`config.mk`:
```
export PLATFORM = sky130hd
export DESIGN_NAME = return_period_loss_interpolator
export DESIGN_NICKNAME = d
export VERILOG_FILES = /design/src/rpli_pkg.sv /design/src/return_period_loss_interpolator.sv
export SDC_FILE = /design/constraint.sdc
export NUM_CORES = 2
export LEC_CHECK = 0
export BUFFER_PORTS_ARGS = -buffer_cell sky130_fd_sc_hd__buf_2
export CAP_MARGIN = 10
export CORE_ASPECT_RATIO = 0.5
export CORE_MARGIN = 2
export CORE_UTILIZATION = 46
export CTS_CLUSTER_DIAMETER = 100
export CTS_CLUSTER_SIZE = 28
export DETAILED_ROUTE_END_ITERATION = 8
export GPL_TIMING_DRIVEN = 0
export PLACE_DENSITY = 0.59
export REMOVE_ABC_BUFFERS = 1
export SYNTH_ARGS = -nofsm -noshare
export SYNTH_HDL_FRONTEND = slang
export SYNTH_SLANG_ARGS = --single-unit
```
`constraint.sdc`:
```
create_clock -name clock -period 26.8 [get_ports clock]
set_input_delay 4.02 -clock clock [delete_from_list [all_inputs] [get_ports clock]]
set_output_delay 4.02 -clock clock [all_outputs]
set_load 0.01 [all_outputs]
```
`src/rpli_pkg.sv`:
```
// ----------------------------------------------------------------------------
// rpli_pkg
// Shared widths, command codes and register indexes of the return period
// loss interpolator.
// ----------------------------------------------------------------------------
package rpli_pkg;

   localparam int unsigned GROUP_W = 16;
   localparam int unsigned LOSS_W  = 32;
   localparam int unsigned RP_W    = 32;    // Q24.8 return period
   localparam int unsigned CFG_W   = 24;
   localparam int unsigned CNT_W   = 3;
   localparam int unsigned CSR_A_W = 3;

   // request commands
   localparam logic CMD_LOSS  = 1'b0;
   localparam logic CMD_FLUSH = 1'b1;

   // configuration register indexes
   localparam logic [CSR_A_W-1:0] CSR_TOTAL_PERIODS = 3'd0;
   localparam logic [CSR_A_W-1:0] CSR_TABLE_COUNT   = 3'd1;
   localparam logic [CSR_A_W-1:0] CSR_RP_TABLE_BASE = 3'd2;

   localparam logic [LOSS_W-1:0] LOSS_MAX = '1;
   localparam logic [CFG_W-1:0]  RANK_MAX = '1;

   typedef logic [RP_W-1:0] rp_type;

endpackage

```
`src/return_period_loss_interpolator.sv`:
```
// ----------------------------------------------------------------------------
// return_period_loss_interpolator
// Turns descending per-group losses into exceedance curve points, either
// directly or interpolated at a table of requested return periods.
// ----------------------------------------------------------------------------
//  Channel  Dir  Handshake          Payload
//  req      in   req_valid/ready    command, group_id, loss
//  rsp      out  rsp_valid/ready    out_group, period (Q24.8), point_loss,
//                                   last_of_run
//  csr      in   csr_wr_en          csr_index, csr_wdata
//
//  A loss request first forms its return period (one radix-2 divide step a
//  cycle, 32 steps), then walks the table: an exact point goes straight to
//  output, an interpolated one through a multiply, a range check and, if in
//  range, a divide. A flush walks the remaining table points. All division runs through the one
//  restoring divide unit. Reset is synchronous and loads the register
//  defaults at once. rsp_ready low holds the sequencer before it loads the
//  next result; the final result of a request waits in the output register
//  while the next request is taken.
// ----------------------------------------------------------------------------
module return_period_loss_interpolator #(
   parameter int unsigned RP_SLOTS = 6
) (
   input  logic                               clock,
   input  logic                               reset,
   input  logic                               req_valid,
   output logic                               req_ready,
   input  logic                               req_command,
   input  logic [rpli_pkg::GROUP_W-1:0]       req_group_id,
   input  logic [rpli_pkg::LOSS_W-1:0]        req_loss,
   output logic                               rsp_valid,
   input  logic                               rsp_ready,
   output logic [rpli_pkg::GROUP_W-1:0]       rsp_out_group,
   output logic [rpli_pkg::RP_W-1:0]          rsp_return_period,
   output logic [rpli_pkg::LOSS_W-1:0]        rsp_point_loss,
   output logic                               rsp_last_of_run,
   input  logic                               csr_wr_en,
   input  logic [rpli_pkg::CSR_A_W-1:0]       csr_index,
   input  logic [rpli_pkg::CFG_W-1:0]         csr_wdata
);

   localparam logic [2:0] ST_IDLE = 3'd0;
   localparam logic [2:0] ST_DIV  = 3'd1;
   localparam logic [2:0] ST_WALK = 3'd2;
   localparam logic [2:0] ST_MUL  = 3'd3;
   localparam logic [2:0] ST_PRE  = 3'd4;
   localparam logic [2:0] ST_FIN  = 3'd5;
   localparam logic [2:0] ST_EMIT = 3'd6;

   localparam logic [rpli_pkg::CNT_W-1:0] SLOT_LIMIT = rpli_pkg::CNT_W'(RP_SLOTS);
   localparam logic [4:0] LAST_STEP = 5'd31;

   // control state
   logic [2:0]                        state_ff, state_in;
   logic [rpli_pkg::CFG_W-1:0]        rank_ff, rank_in;
   logic [rpli_pkg::CNT_W-1:0]        idx_ff, idx_in;
   rpli_pkg::rp_type                  prev_rp_ff, prev_rp_in;
   logic [rpli_pkg::LOSS_W-1:0]       prev_loss_ff, prev_loss_in;
   logic                              flush_ff, flush_in;
   logic                              direct_ff, direct_in;
   logic                              loss_div_ff, loss_div_in;
   logic                              rsp_valid_ff, rsp_valid_in;

   // configuration
   logic [rpli_pkg::CFG_W-1:0]        total_ff, total_in;
   logic [rpli_pkg::CNT_W-1:0]        count_ff, count_in;
   logic [rpli_pkg::CFG_W-1:0]        rp_ff [RP_SLOTS];
   logic [rpli_pkg::CFG_W-1:0]        rp_in [RP_SLOTS];

   // datapath
   rpli_pkg::rp_type                  cur_ff, cur_in;
   logic [rpli_pkg::LOSS_W-1:0]       loss_ff, loss_in;
   logic [rpli_pkg::GROUP_W-1:0]      grp_ff, grp_in;
   logic [31:0]                       rem_ff, rem_in;
   logic [31:0]                       dq_ff, dq_in;
   logic [31:0]                       dvs_ff, dvs_in;
   logic [4:0]                        step_ff, step_in;
   logic [63:0]                       prod_ff, prod_in;
   logic [rpli_pkg::LOSS_W-1:0]       res_ff, res_in;
   logic [rpli_pkg::GROUP_W-1:0]      rsp_group_ff, rsp_group_in;
   rpli_pkg::rp_type                  rsp_rp_ff, rsp_rp_in;
   logic [rpli_pkg::LOSS_W-1:0]       rsp_loss_ff, rsp_loss_in;
   logic                              rsp_last_ff, rsp_last_in;

   // combinational helpers
   logic [rpli_pkg::CNT_W-1:0]        cnt_c;
   logic [rpli_pkg::CNT_W-1:0]        nidx_c;
   rpli_pkg::rp_type                  nx_c, nx_next_c;
   logic                              last_c, dneg_c, xneg_c, out_free_c;
   logic [32:0]                       trial_c;
   logic [33:0]                       diff_c;
   logic                              qbit_c;
   logic [31:0]                       rem_next_c, dq_next_c;
   logic [31:0]                       dxr_c, dlm_c, dxm_c;
   logic [32:0]                       sum_c;

   assign cnt_c  = (count_ff > SLOT_LIMIT) ? SLOT_LIMIT : count_ff;
   assign nidx_c = idx_ff + 1'b1;

   always_comb begin
      nx_c      = '0;
      nx_next_c = '0;
      for (int k = 0; k < RP_SLOTS; k++) begin
         if (idx_ff == rpli_pkg::CNT_W'(k)) begin
            nx_c = {rp_ff[k], 8'd0};
         end
         if (nidx_c == rpli_pkg::CNT_W'(k)) begin
            nx_next_c = {rp_ff[k], 8'd0};
         end
      end
   end

   assign last_c = direct_ff || (nidx_c >= cnt_c) || (cur_ff > nx_next_c);

   // slope terms against the previous curve point
   assign dneg_c = prev_loss_ff < loss_ff;
   assign xneg_c = prev_rp_ff < cur_ff;
   assign dxr_c  = nx_c - cur_ff;
   assign dlm_c  = dneg_c ? (loss_ff - prev_loss_ff) : (prev_loss_ff - loss_ff);
   assign dxm_c  = xneg_c ? (cur_ff - prev_rp_ff) : (prev_rp_ff - cur_ff);

   // one restoring divide step
   assign trial_c    = {rem_ff, dq_ff[31]};
   assign diff_c     = {1'b0, trial_c} - {2'b00, dvs_ff};
   assign qbit_c     = ~diff_c[33];
   assign rem_next_c = qbit_c ? diff_c[31:0] : trial_c[31:0];
   assign dq_next_c  = {dq_ff[30:0], qbit_c};

   assign sum_c      = {1'b0, dq_ff} + {1'b0, loss_ff};
   assign out_free_c = ~rsp_valid_ff | rsp_ready;

   always_comb begin
      state_in     = state_ff;
      rank_in      = rank_ff;
      idx_in       = idx_ff;
      prev_rp_in   = prev_rp_ff;
      prev_loss_in = prev_loss_ff;
      flush_in     = flush_ff;
      direct_in    = direct_ff;
      loss_div_in  = loss_div_ff;
      rsp_valid_in = rsp_valid_ff & ~rsp_ready;
      total_in     = total_ff;
      count_in     = count_ff;
      rp_in        = rp_ff;
      cur_in       = cur_ff;
      loss_in      = loss_ff;
      grp_in       = grp_ff;
      rem_in       = rem_ff;
      dq_in        = dq_ff;
      dvs_in       = dvs_ff;
      step_in      = step_ff;
      prod_in      = prod_ff;
      res_in       = res_ff;
      rsp_group_in = rsp_group_ff;
      rsp_rp_in    = rsp_rp_ff;
      rsp_loss_in  = rsp_loss_ff;
      rsp_last_in  = rsp_last_ff;

      if (csr_wr_en) begin
         if (csr_index == rpli_pkg::CSR_TOTAL_PERIODS) begin
            total_in = csr_wdata;
         end
         if (csr_index == rpli_pkg::CSR_TABLE_COUNT) begin
            count_in = csr_wdata[rpli_pkg::CNT_W-1:0];
         end
         for (int k = 0; k < RP_SLOTS; k++) begin
            if (csr_index == rpli_pkg::CSR_RP_TABLE_BASE + rpli_pkg::CSR_A_W'(k)) begin
               rp_in[k] = csr_wdata;
            end
         end
      end

      unique case (state_ff)
         ST_IDLE: begin
            if (req_valid) begin
               grp_in    = req_group_id;
               loss_in   = req_loss;
               direct_in = 1'b0;
               if (req_command == rpli_pkg::CMD_FLUSH) begin
                  flush_in = 1'b1;
                  cur_in   = '0;
                  state_in = ST_WALK;
               end else begin
                  flush_in    = 1'b0;
                  rank_in     = (rank_ff == rpli_pkg::RANK_MAX) ? rank_ff : rank_ff + 1'b1;
                  rem_in      = '0;
                  dq_in       = {total_ff, 8'd0};
                  dvs_in      = {8'd0, rank_in};
                  step_in     = '0;
                  loss_div_in = 1'b1;
                  state_in    = ST_DIV;
               end
            end
         end
         ST_DIV: begin
            rem_in  = rem_next_c;
            dq_in   = dq_next_c;
            step_in = step_ff + 1'b1;
            if (step_ff == LAST_STEP) begin
               if (loss_div_ff) begin
                  cur_in = dq_next_c;
                  if (cnt_c == '0) begin
                     direct_in = 1'b1;
                     state_in  = ST_EMIT;
                  end else begin
                     state_in  = ST_WALK;
                  end
               end else begin
                  state_in = ST_FIN;
               end
            end
         end
         ST_WALK: begin
            if ((idx_ff < cnt_c) && !(cur_ff > nx_c)) begin
               if (cur_ff == '0) begin
                  res_in   = '0;
                  state_in = ST_EMIT;
               end else if ((cur_ff == nx_c) || (prev_rp_ff == cur_ff)) begin
                  res_in   = loss_ff;
                  state_in = ST_EMIT;
               end else begin
                  state_in = ST_MUL;
               end
            end else begin
               // no table point reached: close out the request
               if (cur_ff != '0) begin
                  prev_rp_in   = cur_ff;
                  prev_loss_in = loss_ff;
               end
               if (flush_ff) begin
                  rank_in      = '0;
                  idx_in       = '0;
                  prev_rp_in   = '0;
                  prev_loss_in = '0;
               end
               state_in = ST_IDLE;
            end
         end
         ST_MUL: begin
            prod_in  = 64'(dxr_c) * 64'(dlm_c);
            dvs_in   = dxm_c;
            state_in = ST_PRE;
         end
         ST_PRE: begin
            // high half at or above the divisor: quotient exceeds any loss
            if (prod_ff[63:32] >= dvs_ff) begin
               res_in   = (dneg_c != xneg_c) ? '0 : rpli_pkg::LOSS_MAX;
               state_in = ST_EMIT;
            end else begin
               rem_in      = prod_ff[63:32];
               dq_in       = prod_ff[31:0];
               step_in     = '0;
               loss_div_in = 1'b0;
               state_in    = ST_DIV;
            end
         end
         ST_FIN: begin
            if (dneg_c != xneg_c) begin
               res_in = (dq_ff >= loss_ff) ? '0 : loss_ff - dq_ff;
            end else begin
               res_in = sum_c[32] ? rpli_pkg::LOSS_MAX : sum_c[31:0];
            end
            state_in = ST_EMIT;
         end
         ST_EMIT: begin
            if (out_free_c) begin
               rsp_valid_in = 1'b1;
               rsp_group_in = grp_ff;
               rsp_rp_in    = direct_ff ? cur_ff : nx_c;
               rsp_loss_in  = direct_ff ? loss_ff : res_ff;
               rsp_last_in  = last_c;
               if (!direct_ff) begin
                  idx_in = nidx_c;
               end
               if (last_c) begin
                  if (!direct_ff && (cur_ff != '0)) begin
                     prev_rp_in   = cur_ff;
                     prev_loss_in = loss_ff;
                  end
                  if (flush_ff) begin
                     rank_in      = '0;
                     idx_in       = '0;
                     prev_rp_in   = '0;
                     prev_loss_in = '0;
                  end
                  state_in = ST_IDLE;
               end else begin
                  state_in = ST_WALK;
               end
            end
         end
         default: begin
            state_in = ST_IDLE;
         end
      endcase
   end

   always_ff @(posedge clock) begin
      if (reset) begin
         state_ff     <= ST_IDLE;
         rank_ff      <= '0;
         idx_ff       <= '0;
         prev_rp_ff   <= '0;
         prev_loss_ff <= '0;
         flush_ff     <= 1'b0;
         direct_ff    <= 1'b0;
         loss_div_ff  <= 1'b0;
         rsp_valid_ff <= 1'b0;
         total_ff     <= rpli_pkg::CFG_W'(1);
         count_ff     <= '0;
         for (int k = 0; k < RP_SLOTS; k++) begin
            rp_ff[k] <= rpli_pkg::CFG_W'(1);
         end
      end else begin
         state_ff     <= state_in;
         rank_ff      <= rank_in;
         idx_ff       <= idx_in;
         prev_rp_ff   <= prev_rp_in;
         prev_loss_ff <= prev_loss_in;
         flush_ff     <= flush_in;
         direct_ff    <= direct_in;
         loss_div_ff  <= loss_div_in;
         rsp_valid_ff <= rsp_valid_in;
         total_ff     <= total_in;
         count_ff     <= count_in;
         rp_ff        <= rp_in;
      end
   end

   always_ff @(posedge clock) begin
      cur_ff       <= cur_in;
      loss_ff      <= loss_in;
      grp_ff       <= grp_in;
      rem_ff       <= rem_in;
      dq_ff        <= dq_in;
      dvs_ff       <= dvs_in;
      step_ff      <= step_in;
      prod_ff      <= prod_in;
      res_ff       <= res_in;
      rsp_group_ff <= rsp_group_in;
      rsp_rp_ff    <= rsp_rp_in;
      rsp_loss_ff  <= rsp_loss_in;
      rsp_last_ff  <= rsp_last_in;
   end

   assign req_ready         = (state_ff == ST_IDLE);
   assign rsp_valid         = rsp_valid_ff;
   assign rsp_out_group     = rsp_group_ff;
   assign rsp_return_period = rsp_rp_ff;
   assign rsp_point_loss    = rsp_loss_ff;
   assign rsp_last_of_run   = rsp_last_ff;

endmodule

```
Word level (Yosys, flattened, before mapping) --
Index checks and enable logic that the tools add are counted.
Word-level totals: logic and storage cells 243, bits of input ports 81, bits in registers 627
Operators by class: magnitude comparators 9, reduce and logical (&&, ||, !) cells 41, equal/unequal tests 44, mux-type cells 102, $mul 1, bitwise logic cells 5, add/sub/neg operators 11
Operators by type and width (count):
- $mux W32 | 51
- $pmux W32 S3 | 3
- $pmux W32 S2 | 4
- $sub A32 B32 Y32 | 6
- $mux W24 | 7
- $pmux W24 S3 | 1
- $eq A32 B32 Y1 | 2
- $ge A32 B32 Y1 | 2
- $gt A32 B32 Y1 | 2
- $lt A32 B32 Y1 | 2
- $mul A32 B32 Y64 | 1
- $mux W3 | 16
- $sub A33 B32 Y34 | 1
- $add A32 B32 Y33 | 1
- $eq A3 B3 Y1 const B | 11
- $logic_not A32 Y1 | 1
- $reduce_bool A32 Y1 | 1
- $add A24 B1 Y24 const B | 1
- $eq A24 B24 Y1 const B | 1
- $eq A3 B2 Y1 const B | 8
- $ne A2 B2 Y1 const B | 12
- $pmux W3 S7 | 1
- $reduce_and A2 Y1 | 10
- $reduce_and A4 Y1 | 4
- other kinds (28) | 64

Logic depth before layout (Yosys ltp) --
depth in word-level cells 13, depth in mapped cells 51, gate-level depth less buffers 47

Worst setup path before layout --
Ideal clock, no wire load.
kind register -> register, start point reg idx_ff[0] (netlist name), end point reg prod_ff[57] (data pin), cell stages (with the launch flop) 47, setup slack 15259 ps, arrival 11276 ps, period minus slack after synthesis 11541 ps, path buffers 2, path through dfxtp_1 -> inv_1 -> ha_1 -> nor3b_1 -> clkbuf_1 -> a22oi_1 -> nand2_1 -> o21ai_0 -> o211ai_1 -> o21ai_0 -> o21ai_0 -> ha_1 -> nor4b_2 -> a311oi_1 -> o21a_1 -> a21oi_2 -> a211o_1 -> nand3_1 -> (+11 left out) -> inv_1 -> fa_1 -> fa_1 -> fa_1 -> inv_1 -> fa_1 -> inv_1 -> ha_1 -> a21oi_1 -> o21ai_0 -> or3_1 -> o32ai_1 -> o31ai_1 -> a31o_2 -> a21o_1 -> a21oi_1 -> o21ai_0 -> xor2_1
On the way: cells in the longest elaborated chain, start to end 9, elaborated cells on any way between the ends 14, those cells by class add/sub: 1; mul: 1; eq/ne: 5; mux: 6; reduce/logical: 1
Ends and longest elaborated chain:
- start, declared | line return_period_loss_interpolator.sv:56 | logic [rpli_pkg::CNT_W-1:0] idx_ff, idx_in;
- start signal, assigned | line return_period_loss_interpolator.sv:317 | idx_ff <= idx_in;
- $logic_not A3 Y1 | line return_period_loss_interpolator.sv:104 | if (idx_ff == rpli_pkg::CNT_W'(k)) begin
- $mux W32 (5 in series) | line return_period_loss_interpolator.sv:104
- $mux W32 (*) | line return_period_loss_interpolator.sv:104
- $sub A32 B32 Y32 (*) | line return_period_loss_interpolator.sv:118 | assign dxr_c = nx_c - cur_ff;
- $mul A32 B32 Y64 (*) | line return_period_loss_interpolator.sv:240 | prod_in = 64'(dxr_c) * 64'(dlm_c);
- end signal, assigned | line return_period_loss_interpolator.sv:338 | prod_ff <= prod_in;
- end, declared | line return_period_loss_interpolator.sv:78 | logic [63:0] prod_ff, prod_in;
Every way passes the cells marked *; elsewhere a longest branch is shown, timed or not. A chain may end at the register's enable or synchronous reset.

Worst setup path after layout --
Same ends and word-level chain as after synthesis.

==> impl_metrics.csv <==
group,metric,value,unit
sta,fmax,65.2,MHz
floorplanning,initial_core_util,46.4,%
route,drc,0,
yosys,synthArstFlopShare,0,%
global_routing,grt_overflow,0,
floorplanning,row_count,103,
floorplanning,dieArea,163000,µm²
critical_path,r2r_setup_slack,11.46,ns
yosys,yosys_register_bits,627,
critical_path,worstPathRequired,27.15,ns
clock_network,post-cts-setup-buffers,0,
global_routing,grt_usage,32.2,%
route,via_per_inst,5.87,
yosys,syn_area,73200,µm²
sta,setup_viol,0,
global_routing,grt_pass1_wl,392,mm
layout,multi_input_area,51800,µm²
sta,hold_viol,0,
sta,min_period,15.34,ns
yosys,ys_seq_area_share,22.0,%
clock_network,clock_path_buffers,3,
global_routing,antenna_found_initial,17,
route,wl_per_cell,24.9,µm
min_path,hold_path.class,"register to register",
global_routing,grt_max_degree,130,
layout,nets,10001,
sta,skew,0.0755,ns
sta,fin_setup_tns,0,ns
critical_path,slowest_stage,"o21ai_0",
critical_path,cp_max_fo,11,
clock_network,cts_num_sinks,627,
yosys,synth.distinct_cells,99,
yosys,synthCells,8545,
critical_path,critPathCaptureType,"register",
layout,regArea,16100,µm²
clock_network,insertion_delay,0.65,ns
sta,grt_setup_unrepaired,"no",
layout,area_growth_syn_to_layout,8.81,%
sta,max_slew_margin,10.8,%
route,drtIter0Drc,6975,
clock_network,ctsHoldBuffers,0,
floorplanning,io_pins,164,
placed_design,dpl.hpwl,213,mm
layout,fillers,15021,
layout,fin_area,79700,µm²
placed_design,postPlaceCellArea,78400,µm²
clock_network,clkTransAtPathRegs,0.11,ns
route,via_count,62064,
yosys,syn_area_per_cell,8.57,µm²
layout,drive_gt1_share,7.23,%
clock_network,postCtsResizedCells,0,
route,antenna_left,0,
critical_path,cpPeakStageDelay,1.04,ns
critical_path,crit_top_cell,"fa_1",
yosys,synth_flop_cell,"edfxtp_1",
sta,worst_pin_slew,1.34,ns
clock_network,cts_tree,"built",
yosys,synth_edf_count,358,
sta,final.period_utilization,57.3,%
floorplanning,core_area,158000,µm²
job,cap_viol_max_count,0,
placed_design,portBuffers,163,
critical_path,critPathLaunchType,"register",
placed_design,gp_congestion,1.04,
outcome,status,"complete, no violations",
critical_path,arrival,15.69,ns
route,drt_wl_total,264,mm
critical_path,worstSetupPathType,"register to register",
route,drt-pass1-iter-count,6,
clock_network,ctsHtreeMaxLevel,2,
clock_network,cts_buffers,34,
global_routing,grt_pass1_vias,60161,
yosys,yosysWarnings,0,
sta,slew_violations,0,
floorplanning,die_w,568,µm
clock_network,root_buffer,"clkbuf_16",
floorplanning,dieHeight,286,µm
[area by class of cell]
type	instances	share of cell area (%)
Tap cell	2100	3.30
Multi-Input combinational cell	6242	65.0
Clock buffer	42	1.14
Timing Repair Buffer	322	4.24
Sequential cell	627	20.3
Clock inverter	17	0.325
Inverter	1209	5.70
Antenna cell	11	0.0346
[path summary, 6_finish.rpt]
kind	from	endpoint	depth (start not counted)
worst min-delay path	grp_ff[3]$_DFFE_PP_	rsp_out_group[3]$_DFFE_PP_	0
worst min register to register	grp_ff[3]$_DFFE_PP_	rsp_out_group[3]$_DFFE_PP_	0
worst max-delay path	idx_ff[0]$_SDFFE_PP0P_	prod_ff[57]$_DFFE_PP_	45
worst max register to register	idx_ff[0]$_SDFFE_PP0P_	prod_ff[57]$_DFFE_PP_	45
[synthesized netlist by cell type, types with 32 or more instances]
master / n / share of area (%)
nand4_1: 59 / 0.50
nor2b_1: 36 / 0.31
a21oi_1: 735 / 5.0
o21ai_0: 291 / 2.0
a31oi_1: 37 / 0.32
a21o_1: 152 / 1.6
clkbuf_1: 369 / 1.9
or3_1: 85 / 0.73
o21a_1: 38 / 0.39
nand3_1: 101 / 0.69
xor2_1: 108 / 1.3
dfxtp_1: 269 / 7.4
mux2_2: 37 / 0.57
ha_1: 581 / 9.9
nor3_1: 70 / 0.48
edfxtp_1: 358 / 15
a22oi_1: 32 / 0.33
fa_1: 903 / 25
buf_2: 71 / 0.49
nand2b_1: 47 / 0.40
nand2_1: 1271 / 6.5
o211ai_1: 45 / 0.46
o21bai_1: 71 / 0.73
a221o_1: 47 / 0.64
inv_1: 1206 / 6.2
nor2_1: 847 / 4.3
xnor2_1: 155 / 1.9
and2_1: 71 / 0.61
[sequential cells by signal, indices dropped and copies added, names as in the netlist, 3 cells and up]
register / cells
grp_ff: 16
rsp_return_period: 32
rem_ff: 32
prod_ff: 64
rsp_out_group: 16
rsp_point_loss: 32
total_ff: 24
step_ff: 5
rp_ff: 144
loss_ff: 32
prev_rp_ff: 32
dvs_ff: 32
prev_loss_ff: 32
res_ff: 32
dq_ff: 32
state_ff: 3
idx_ff: 3
cur_ff: 32
count_ff: 3
rank_ff: 24
[per-layer routing]
metal / share of wire (%) / global-route usage, %
met4: 3.8 / 10.5
met2: 42 / 47.1
met5: 0.016 / 0
met1: 44 / 47.7
met3: 10 / 6.52
[worst max-delay path, delay by kind of cell (launching register included)]
kind	cells	cell delay, ns
AOI/OAI and AO/OA	20	6.08
adders and majority gates	11	5.24
and+or+nand+nor	6	1.77
buffers and inverters	6	0.83
xor gates and xnor gates	2	0.70
DFF	1	0.38
[per-stage QoR]
stage          worst slack, ns  util [%]  instances  hold WS [ns]
4_1_cts                  11.71      50.4      10554         0.430
3_5_place_dp             11.82      49.7      10495         0.405
2_1_floorplan            14.17         -       8078         0.400
6_report                 11.46      50.5      10570         0.426
3_3_place_gp              8.54      47.4      10341         0.401
5_1_grt                  10.97      50.4      10561         0.434
[placed cells by master, fill, tap and decap left out, types with 24 or more instances in the layout]
| cell type | synthesis | layout |
|---|---|---|
| nand2_1 | 1271 | 1267 |
| inv_1 | 1206 | 1205 |
| fa_1 | 903 | 903 |
| nor2_1 | 847 | 836 |
| a21oi_1 | 735 | 733 |
| ha_1 | 581 | 580 |
| edfxtp_1 | 358 | 358 |
| o21ai_0 | 291 | 291 |
| dfxtp_1 | 269 | 267 |
| buf_2 | 71 | 162 |
| a21o_1 | 152 | 152 |
| nand3_1 | 101 | 101 |
| xnor2_1 | 155 | 95 |
| buf_8 | 0 | 87 |
| or3_1 | 85 | 84 |
| o21bai_1 | 71 | 71 |
| and2_1 | 71 | 69 |
| nor3_1 | 70 | 68 |
| xor2_1 | 108 | 67 |
| xnor2_2 | 3 | 60 |
| nand4_1 | 59 | 59 |
| nand2b_1 | 47 | 47 |
| a221o_1 | 47 | 47 |
| o211ai_1 | 45 | 45 |
| a31oi_1 | 37 | 37 |
| o21a_1 | 38 | 37 |
| mux2_2 | 37 | 37 |
| clkbuf_16 | 0 | 35 |
| nor2b_1 | 36 | 33 |
| a22oi_1 | 32 | 32 |
| a211oi_1 | 31 | 30 |
| and3_1 | 31 | 29 |
| buf_6 | 5 | 29 |
| a311oi_1 | 27 | 27 |
| mux2i_1 | 26 | 26 |
| xor2_2 | 1 | 25 |
| o31ai_1 | 25 | 25 |
| nor4_1 | 25 | 24 |
[logic make-up (layout without fill, tap and decap cells)]
logic type / count (synthesis) / after routing / synth area share [%]
other cells: 0 / 11 / 0
xor+xnor: 267 / 267 / 3.24
buf+inv: 1676 / 1590 / 8.79
compound gates: 1727 / 1727 / 14.7
simple gates: 2701 / 2701 / 15.7
mux: 63 / 63 / 0.925
flops: 627 / 627 / 22.0
fa+ha+maj: 1484 / 1484 / 34.6
Power is not shown: default switching activity piles up to over one toggle a cycle in this logic, so the estimate is an artifact.
